File: src/sv/cmap_pkg.sv
package cmap_pkg;

   localparam int SMP_W      = 16;
   localparam int IDX_W      = 10;
   localparam int DEN_W      = 16;
   localparam int NUM_W      = DEN_W + IDX_W;
   localparam int NUMS_W     = NUM_W + 1;
   localparam int SPAN_W     = SMP_W + 1;
   localparam int DIV_STAGES = IDX_W;
   localparam int CH_W       = 8;
   localparam int NUM_CH     = 3;
   localparam int SEG_W      = 9;
   localparam int PROD_W     = SEG_W + CH_W;
   localparam int RED_W      = PROD_W - 4;
   localparam int RECIP_W    = 13;
   localparam int RPROD_W    = RED_W + RECIP_W;
   localparam int CSR_IDX_W  = 2;

   localparam int SCALE_TOP  = 1000;
   localparam int PT_MID_LO  = 400;
   localparam int PT_MID_HI  = 600;

   // floor(x / 25) == (x * RECIP) >> RECIP_SH for every x below 43690
   localparam int RECIP      = 5243;
   localparam int RECIP_SH   = 17;

   localparam logic [CSR_IDX_W-1:0] CSR_RANGE_MIN   = 2'd0;
   localparam logic [CSR_IDX_W-1:0] CSR_RANGE_MAX   = 2'd1;
   localparam logic [CSR_IDX_W-1:0] CSR_DIRECT_MODE = 2'd2;

   typedef enum logic [1:0] {
      SEG_LOW  = 2'd0,
      SEG_MID  = 2'd1,
      SEG_HIGH = 2'd2
   } seg_type;

   // entry, channel (0 red, 1 green, 2 blue)
   localparam logic [3:0][NUM_CH-1:0][CH_W-1:0] COLOR_TBL = {
      {8'd0,   8'd0,   8'd200},
      {8'd0,   8'd150, 8'd150},
      {8'd150, 8'd0,   8'd0},
      {8'd200, 8'd200, 8'd200}
   };

   typedef struct packed {
      logic             fixed;
      logic [IDX_W-1:0] fidx;
      logic [NUM_W-1:0] rem;
      logic [DEN_W-1:0] den;
      logic [IDX_W-1:0] quo;
   } div_item_type;

endpackage

File: src/sv/cmap_prep.sv
module cmap_prep (
   input  logic                              clock,
   input  logic                              reset,
   input  logic                              up_valid,
   output logic                              up_ready,
   input  logic signed [cmap_pkg::SMP_W-1:0] sample,
   input  logic signed [cmap_pkg::SMP_W-1:0] range_min,
   input  logic signed [cmap_pkg::SMP_W-1:0] range_max,
   input  logic                              direct_mode,
   output logic                              dn_valid,
   input  logic                              dn_ready,
   output cmap_pkg::div_item_type            dn_item
);
   import cmap_pkg::*;

   logic                     v1_ff, v2_ff, v3_ff;
   logic                     v1_in, v2_in, v3_in;
   logic                     en1, en2, en3;

   logic                     dir1_ff, dir2_ff;
   logic [IDX_W-1:0]         didx1_ff, didx2_ff;
   logic signed [SPAN_W-1:0] diff1_ff, span1_ff, span2_ff;
   logic signed [NUMS_W-1:0] num2_ff;
   div_item_type             item3_ff;

   logic [IDX_W-1:0]         didx_in;
   logic signed [SPAN_W-1:0] diff_in, span_in;
   logic signed [NUMS_W-1:0] num_in;
   logic [NUMS_W-1:0]        num_mag;
   logic [SPAN_W-1:0]        span_mag;
   div_item_type             item_in;

   assign en3      = !v3_ff || dn_ready;
   assign en2      = !v2_ff || en3;
   assign en1      = !v1_ff || en2;
   assign up_ready = en1;

   assign v1_in = en1 ? up_valid : v1_ff;
   assign v2_in = en2 ? v1_ff : v2_ff;
   assign v3_in = en3 ? v2_ff : v3_ff;

   // direct index, clamped to the table
   always_comb begin
      priority if (sample[SMP_W-1]) begin
         didx_in = '0;
      end else if (sample[SMP_W-2:0] > (SMP_W-1)'(SCALE_TOP)) begin
         didx_in = IDX_W'(SCALE_TOP);
      end else begin
         didx_in = sample[IDX_W-1:0];
      end
   end

   assign diff_in = $signed({sample[SMP_W-1], sample} - {range_min[SMP_W-1], range_min});
   assign span_in = $signed({range_max[SMP_W-1], range_max} - {range_min[SMP_W-1], range_min});
   assign num_in  = NUMS_W'(diff1_ff) * NUMS_W'(SCALE_TOP);

   assign num_mag  = num2_ff[NUMS_W-1] ? NUMS_W'(-num2_ff) : NUMS_W'(num2_ff);
   assign span_mag = span2_ff[SPAN_W-1] ? SPAN_W'(-span2_ff) : SPAN_W'(span2_ff);

   // direct mode passes the clamped index; otherwise opposite signs or a zero range give index 0
   always_comb begin
      item_in.fixed = dir2_ff || (span2_ff == '0) || (num2_ff[NUMS_W-1] != span2_ff[SPAN_W-1]);
      item_in.fidx  = dir2_ff ? didx2_ff : '0;
      item_in.rem   = num_mag[NUM_W-1:0];
      item_in.den   = span_mag[DEN_W-1:0];
      item_in.quo   = '0;
   end

   always_ff @(posedge clock) begin
      if (reset) begin
         v1_ff <= 1'b0;
         v2_ff <= 1'b0;
         v3_ff <= 1'b0;
      end else begin
         v1_ff <= v1_in;
         v2_ff <= v2_in;
         v3_ff <= v3_in;
      end
   end

   always_ff @(posedge clock) begin
      if (en1) begin
         dir1_ff  <= direct_mode;
         didx1_ff <= didx_in;
         diff1_ff <= diff_in;
         span1_ff <= span_in;
      end
      if (en2) begin
         dir2_ff  <= dir1_ff;
         didx2_ff <= didx1_ff;
         num2_ff  <= num_in;
         span2_ff <= span1_ff;
      end
      if (en3) begin
         item3_ff <= item_in;
      end
   end

   assign dn_valid = v3_ff;
   assign dn_item  = item3_ff;

endmodule

File: src/sv/cmap_div.sv
module cmap_div (
   input  logic                   clock,
   input  logic                   reset,
   input  logic                   up_valid,
   output logic                   up_ready,
   input  cmap_pkg::div_item_type up_item,
   output logic                   dn_valid,
   input  logic                   dn_ready,
   output cmap_pkg::div_item_type dn_item
);
   import cmap_pkg::*;

   // stage 0 checks for a quotient too wide for IDX_W bits, stage k settles quotient bit DIV_STAGES-k
   logic         [DIV_STAGES:0] v_ff, v_in, en;
   div_item_type                stg_ff [DIV_STAGES+1];
   div_item_type                stg_in [DIV_STAGES+1];

   always_comb begin
      en[DIV_STAGES] = !v_ff[DIV_STAGES] || dn_ready;
      for (int k = DIV_STAGES - 1; k >= 0; k--) begin
         en[k] = !v_ff[k] || en[k+1];
      end
      v_in[0] = en[0] ? up_valid : v_ff[0];
      for (int k = 1; k <= DIV_STAGES; k++) begin
         v_in[k] = en[k] ? v_ff[k-1] : v_ff[k];
      end
   end

   assign up_ready = en[0];

   always_comb begin
      logic [NUM_W-1:0] sh;
      stg_in[0] = up_item;
      if (!up_item.fixed && (up_item.rem >= {up_item.den, IDX_W'(0)})) begin
         stg_in[0].fixed = 1'b1;
         stg_in[0].fidx  = IDX_W'(SCALE_TOP);
      end
      for (int k = 1; k <= DIV_STAGES; k++) begin
         stg_in[k] = stg_ff[k-1];
         sh        = NUM_W'(stg_ff[k-1].den) << (DIV_STAGES - k);
         if (stg_ff[k-1].rem >= sh) begin
            stg_in[k].rem                 = stg_ff[k-1].rem - sh;
            stg_in[k].quo[DIV_STAGES - k] = 1'b1;
         end
      end
   end

   always_ff @(posedge clock) begin
      if (reset) begin
         v_ff <= '0;
      end else begin
         v_ff <= v_in;
      end
   end

   always_ff @(posedge clock) begin
      for (int k = 0; k <= DIV_STAGES; k++) begin
         if (en[k]) begin
            stg_ff[k] <= stg_in[k];
         end
      end
   end

   assign dn_valid = v_ff[DIV_STAGES];
   assign dn_item  = stg_ff[DIV_STAGES];

endmodule

File: src/sv/cmap_interp.sv
module cmap_interp (
   input  logic                         clock,
   input  logic                         reset,
   input  logic                         up_valid,
   output logic                         up_ready,
   input  cmap_pkg::div_item_type       up_item,
   output logic                         dn_valid,
   input  logic                         dn_ready,
   output logic [cmap_pkg::CH_W-1:0]    red,
   output logic [cmap_pkg::CH_W-1:0]    green,
   output logic [cmap_pkg::CH_W-1:0]    blue
);
   import cmap_pkg::*;

   logic                                 v1_ff, v2_ff, v3_ff, v4_ff;
   logic                                 v1_in, v2_in, v3_in, v4_in;
   logic                                 en1, en2, en3, en4;

   seg_type                              seg1_ff, seg2_ff;
   logic [SEG_W-1:0]                     a1_ff, b1_ff;
   logic [NUM_CH-1:0][PROD_W-1:0]        pa2_ff, pb2_ff;
   logic [NUM_CH-1:0][RED_W-1:0]         x3_ff;
   logic [NUM_CH-1:0][CH_W-1:0]          rgb4_ff;

   logic [IDX_W-1:0]                     idx;
   seg_type                              seg_in;
   logic [IDX_W-1:0]                     a_in, b_in;
   logic [1:0]                           ent_lo, ent_hi;
   logic [NUM_CH-1:0][PROD_W-1:0]        pa_in, pb_in;
   logic [NUM_CH-1:0][RED_W-1:0]         x_in;
   logic [NUM_CH-1:0][CH_W-1:0]          rgb_in;
   logic [PROD_W-1:0]                    sum;
   logic [RPROD_W-1:0]                   rprod;

   assign en4      = !v4_ff || dn_ready;
   assign en3      = !v3_ff || en4;
   assign en2      = !v2_ff || en3;
   assign en1      = !v1_ff || en2;
   assign up_ready = en1;

   assign v1_in = en1 ? up_valid : v1_ff;
   assign v2_in = en2 ? v1_ff : v2_ff;
   assign v3_in = en3 ? v2_ff : v3_ff;
   assign v4_in = en4 ? v3_ff : v4_ff;

   always_comb begin
      priority if (up_item.fixed) begin
         idx = up_item.fidx;
      end else if (up_item.quo > IDX_W'(SCALE_TOP)) begin
         idx = IDX_W'(SCALE_TOP);
      end else begin
         idx = up_item.quo;
      end
      priority if (idx > IDX_W'(PT_MID_HI)) begin
         seg_in = SEG_HIGH;
         a_in   = IDX_W'(SCALE_TOP) - idx;
         b_in   = idx - IDX_W'(PT_MID_HI);
      end else if (idx > IDX_W'(PT_MID_LO)) begin
         seg_in = SEG_MID;
         a_in   = IDX_W'(PT_MID_HI) - idx;
         b_in   = idx - IDX_W'(PT_MID_LO);
      end else begin
         seg_in = SEG_LOW;
         a_in   = IDX_W'(PT_MID_LO) - idx;
         b_in   = idx;
      end
   end

   assign ent_lo = 2'(seg1_ff);
   assign ent_hi = ent_lo + 2'd1;

   always_comb begin
      for (int ch = 0; ch < NUM_CH; ch++) begin
         pa_in[ch] = PROD_W'(a1_ff) * PROD_W'(COLOR_TBL[ent_lo][ch]);
         pb_in[ch] = PROD_W'(b1_ff) * PROD_W'(COLOR_TBL[ent_hi][ch]);
      end
   end

   // segment widths are 16*25 or 8*25: shift first, then divide by 25
   always_comb begin
      for (int ch = 0; ch < NUM_CH; ch++) begin
         sum = pa2_ff[ch] + pb2_ff[ch];
         unique case (seg2_ff)
            SEG_MID: x_in[ch] = RED_W'(sum >> 3);
            default: x_in[ch] = RED_W'(sum >> 4);
         endcase
      end
   end

   always_comb begin
      for (int ch = 0; ch < NUM_CH; ch++) begin
         rprod      = RPROD_W'(x3_ff[ch]) * RPROD_W'(RECIP);
         rgb_in[ch] = rprod[RECIP_SH +: CH_W];
      end
   end

   always_ff @(posedge clock) begin
      if (reset) begin
         v1_ff <= 1'b0;
         v2_ff <= 1'b0;
         v3_ff <= 1'b0;
         v4_ff <= 1'b0;
      end else begin
         v1_ff <= v1_in;
         v2_ff <= v2_in;
         v3_ff <= v3_in;
         v4_ff <= v4_in;
      end
   end

   always_ff @(posedge clock) begin
      if (en1) begin
         seg1_ff <= seg_in;
         a1_ff   <= a_in[SEG_W-1:0];
         b1_ff   <= b_in[SEG_W-1:0];
      end
      if (en2) begin
         seg2_ff <= seg1_ff;
         pa2_ff  <= pa_in;
         pb2_ff  <= pb_in;
      end
      if (en3) begin
         x3_ff <= x_in;
      end
      if (en4) begin
         rgb4_ff <= rgb_in;
      end
   end

   assign dn_valid = v4_ff;
   assign red      = rgb4_ff[0];
   assign green    = rgb4_ff[1];
   assign blue     = rgb4_ff[2];

endmodule

File: src/sv/value_to_color_map_top.sv
// pipeline: 18 stages (3 scaling, 11 divider, 4 color) from item acceptance to rsp_valid
// throughput: one item per cycle unless stalled; the divider settles one quotient bit per stage
// a stall holds each stage only while the stage after it is full
// reset: synchronous, active high; clears all valid bits and sets range 0..1000, direct off
module value_to_color_map_top (
   input  logic                                  clock,
   input  logic                                  reset,
   input  logic                                  req_valid,
   output logic                                  req_ready,
   input  logic signed [cmap_pkg::SMP_W-1:0]     req_sample,
   output logic                                  rsp_valid,
   input  logic                                  rsp_ready,
   output logic [cmap_pkg::CH_W-1:0]             rsp_red,
   output logic [cmap_pkg::CH_W-1:0]             rsp_green,
   output logic [cmap_pkg::CH_W-1:0]             rsp_blue,
   input  logic                                  csr_wr_en,
   input  logic [cmap_pkg::CSR_IDX_W-1:0]        csr_index,
   input  logic [cmap_pkg::SMP_W-1:0]            csr_wdata
);
   import cmap_pkg::*;

   logic signed [SMP_W-1:0] range_min_ff, range_min_in;
   logic signed [SMP_W-1:0] range_max_ff, range_max_in;
   logic                    direct_ff, direct_in;

   logic                    div_up_valid, div_up_ready;
   logic                    div_dn_valid, div_dn_ready;
   div_item_type            div_up_item, div_dn_item;

   always_comb begin
      range_min_in = range_min_ff;
      range_max_in = range_max_ff;
      direct_in    = direct_ff;
      if (csr_wr_en) begin
         unique case (csr_index)
            CSR_RANGE_MIN:   range_min_in = $signed(csr_wdata);
            CSR_RANGE_MAX:   range_max_in = $signed(csr_wdata);
            CSR_DIRECT_MODE: direct_in    = csr_wdata[0];
            default: ;
         endcase
      end
   end

   always_ff @(posedge clock) begin
      if (reset) begin
         range_min_ff <= '0;
         range_max_ff <= SMP_W'(SCALE_TOP);
         direct_ff    <= 1'b0;
      end else begin
         range_min_ff <= range_min_in;
         range_max_ff <= range_max_in;
         direct_ff    <= direct_in;
      end
   end

   cmap_prep u_prep (
      .clock       (clock),
      .reset       (reset),
      .up_valid    (req_valid),
      .up_ready    (req_ready),
      .sample      (req_sample),
      .range_min   (range_min_ff),
      .range_max   (range_max_ff),
      .direct_mode (direct_ff),
      .dn_valid    (div_up_valid),
      .dn_ready    (div_up_ready),
      .dn_item     (div_up_item)
   );

   cmap_div u_div (
      .clock    (clock),
      .reset    (reset),
      .up_valid (div_up_valid),
      .up_ready (div_up_ready),
      .up_item  (div_up_item),
      .dn_valid (div_dn_valid),
      .dn_ready (div_dn_ready),
      .dn_item  (div_dn_item)
   );

   cmap_interp u_interp (
      .clock    (clock),
      .reset    (reset),
      .up_valid (div_dn_valid),
      .up_ready (div_dn_ready),
      .up_item  (div_dn_item),
      .dn_valid (rsp_valid),
      .dn_ready (rsp_ready),
      .red      (rsp_red),
      .green    (rsp_green),
      .blue     (rsp_blue)
   );

`ifndef NO_ASSERTIONS
   a_div_rem_below_den: assert property (@(posedge clock) disable iff (reset)
      div_dn_valid && !div_dn_item.fixed |-> div_dn_item.rem < NUM_W'(div_dn_item.den))
      else $error("divider remainder not below divisor");

   a_ready_when_drained: assert property (@(posedge clock) disable iff (reset)
      rsp_ready |-> req_ready)
      else $error("pipeline stalls although the result side is ready");

   a_color_bound: assert property (@(posedge clock) disable iff (reset)
      rsp_valid |-> rsp_red <= CH_W'(200) && rsp_green <= CH_W'(200) && rsp_blue <= CH_W'(200))
      else $error("interpolated color beyond table range");
`endif

endmodule

File: config.mk
export PLATFORM = sky130hd
export DESIGN_NAME = value_to_color_map_top
export DESIGN_NICKNAME = d
export VERILOG_FILES = /design/src/sv/cmap_pkg.sv /design/src/sv/cmap_prep.sv /design/src/sv/cmap_div.sv /design/src/sv/cmap_interp.sv /design/src/sv/value_to_color_map_top.sv
export SDC_FILE = /design/constraint.sdc
export NUM_CORES = 2
export LEC_CHECK = 0
export BUFFER_PORTS_ARGS = -buffer_cell sky130_fd_sc_hd__buf_2
export CORE_MARGIN = 1.5
export CORE_UTILIZATION = 59
export CTS_CLUSTER_DIAMETER = 100
export DETAILED_ROUTE_END_ITERATION = 8
export PLACE_DENSITY = 0.77
export SYNTH_ARGS = -nofsm -noshare
export SYNTH_HDL_FRONTEND = slang
export SYNTH_HIERARCHICAL = 1
export SYNTH_SLANG_ARGS = --single-unit
File: constraint.sdc
create_clock -name clock -period 12.8 [get_ports clock]
set_input_delay 1.92 -clock clock [delete_from_list [all_inputs] [get_ports clock]]
set_output_delay 1.92 -clock clock [all_outputs]
set_load 0.005 [all_outputs]
==> results.sh <==
export IMPL_grt_ovfl_total=0
export IMPL_finalWirelength_mm=135
export IMPL_max_freq_mhz=107
export IMPL_grt_pass1_wl_mm=222
export IMPL_max_cap_violations=0
export IMPL_die_area_um2=122000
export IMPL_grt_pass1_vias=45100
export IMPL_grt_max_degree=74
export IMPL_htree_levels=3
export IMPL_finalCritPeriodShare_pct=73.1
export IMPL_clk_pin_slew_ps=70
export IMPL_start_util_pct=59.7
export IMPL_vias=44600
export IMPL_cp_data_arrival_time_ps=7440
export IMPL_finClkSkew_ps=34.0
export IMPL_synth_cell_area_um2=70700
export IMPL_hold_class="reg -> reg"
export IMPL_clk_latency_ps=700
export IMPL_required_ps=10880
export IMPL_clock_sinks=1024
export IMPL_syn_to_final_growth_pct=8.22
export IMPL_die_h_um=349
export IMPL_final_setup_viol_count=0
export IMPL_dpl_hpwl_mm=107
export IMPL_port_buffers=64
export IMPL_vias_per_cell=5.57
export IMPL_grtUsageTotal_pct=22.6
export IMPL_max_slew_margin_pct=19.8
export IMPL_gp_congestion=0.948
export IMPL_cp_max_fo=65
export IMPL_fillCellCount=8798
export IMPL_syn_area_per_cell_um2=11.4
export IMPL_wl_per_cell_um=16.9
export IMPL_cts_tree="done"
export IMPL_slew_viol_final=0
export IMPL_hold_viol=0
export IMPL_route_detailed_drc=0
export IMPL_drt_first_pass_iters=6
export IMPL_rsz0062_at_grt="no"
export IMPL_status="finished clean"
export IMPL_post_cts_resized=0
export IMPL_critical_path_class="in -> out"
export IMPL_cp_start_kind="input pin"
export IMPL_synth_warnings=6
export IMPL_register_area_um2=30200
export IMPL_antenna_found_initial=1
export IMPL_end_kind="output pin"
export IMPL_cts_buffers=105
export IMPL_fp_dieW_um=349
export IMPL_drt_iter0_drc=2924
export IMPL_syn_instance_count=6195
export IMPL_multiInputGateArea_um2=36200
export IMPL_finish_net_count=7614
export IMPL_tns_ps=0
export IMPL_drive_above_1_share_pct=6.11
export IMPL_cts_max_path_buffers=3
export IMPL_ant_nets=0
export IMPL_period_needed_ps=9360
export IMPL_cts_setup_buffers=0
export IMPL_worst_pin_slew_ps=1200
export IMPL_n_antenna_cell=0
export IMPL_hold_buffers=0
export IMPL_num_rows=126
export IMPL_core_area_um2=119000
export IMPL_ios=65
export IMPL_cts_root_buffer_cell="clkbuf_16"
-- cell type report --
cell class	count	share of cell area, %
Clock buffer	126	3.60
Clock inverter	74	1.23
Inverter	1045	5.13
Multi-Input combinational cell	4043	47.3
Sequential cell	1024	39.5
Tap cell	1600	2.62
Timing Repair Buffer	84	0.615
-- state kept, by name, summed over array words and instances (netlist names), 8 cells and up --
register / flops
u_interp/blue: 8
u_div/stg_ff: 651
u_interp/pb2_ff: 45
u_interp/a1_ff: 9
u_prep/diff1_ff: 17
u_prep/num2_ff: 24
u_interp/x3_ff: 39
u_interp/pa2_ff: 46
u_interp/green: 8
range_min_ff: 16
u_interp/red: 8
u_prep/didx1_ff: 10
range_max_ff: 16
u_prep/dn_item: 50
u_prep/span2_ff: 17
u_prep/span1_ff: 17
u_div/v_ff: 11
u_interp/b1_ff: 8
u_prep/didx2_ff: 10
-- cell usage in the layout (no fill, tap or decap), types with 15 or more instances in the layout --
cell type / count
nand3_1: 73
nand2_1: 264
clkinv_2: 15
clkbuf_1: 16
dfxtp_1: 51
a31oi_1: 38
buf_4: 20
nor4_1: 23
xnor2_1: 268
nand2b_1: 93
o21ai_0: 224
mux2i_1: 46
clkbuf_16: 105
o22ai_1: 18
xor2_1: 84
nand4_1: 32
and3_1: 30
o21a_1: 61
inv_1: 1038
o21bai_1: 15
fa_1: 397
nor2_1: 364
edfxtp_1: 973
or3_1: 41
mux2_2: 35
and2_1: 65
or2_2: 23
o211ai_1: 23
a21o_1: 96
a211oi_1: 33
nor2b_1: 109
o31ai_1: 32
ha_1: 875
clkinv_1: 17
bufinv_16: 16
nor3_1: 93
buf_2: 64
a21oi_1: 290
-- metrics by stage --
stage               utilization, %  cells  setup slack [ps]  hold WS, ps  cell area (µm²)
floorplan                        -   6207              1140          400            70800
global placement              61.4   7796              3670          400            72800
detailed placement            61.4   7796              3430          405            72800
CTS                           64.6   7996              3350          412            76600
global route                  64.6   7996              2830          416            76600
finish                        64.6   7996              3440          413            76600
-- critical path, stage by stage --
cell and delay (ps):
buf_2 160, nor2b_1 120, and3_1 250, nand2_1 640, nor2b_1 240, inv_1 660, nor2_1 300, nand3_2 150
buf_4 610, nor2_1 280, nand4_1 170, buf_4 640, nor2b_1 180, and2_1 270, nand2_2 90, buf_4 470
buf_2 220
-- final timing paths --
path	startpoint	to	slack, ps	cells after the start
worst max-delay path	rsp_ready	req_ready	3440	17
worst min-delay path	u_div/stg_ff[9][56]$_DFFE_PP_	u_div/stg_ff[10][56]$_DFFE_PP_	410	0
worst max register to register	u_interp/ent_lo[1]$_SDFFCE_PP1P_	u_interp/pb2_ff[16]$_DFFE_PP_	6410	19
worst min register to register	u_div/stg_ff[9][56]$_DFFE_PP_	u_div/stg_ff[10][56]$_DFFE_PP_	410	0
-- metal layers --
metal	GRT usage, %	part of all wire (%)	vias up
met4	8.63	3.7	0
li1	-	-	21700
met1	28.4	43	21500
met2	39.4	49	1054
met5	0	0	-
met3	3.08	4.5	306
Power is not shown: default switching activity piles up to over one toggle a cycle in this logic, so the estimate is an artifact.
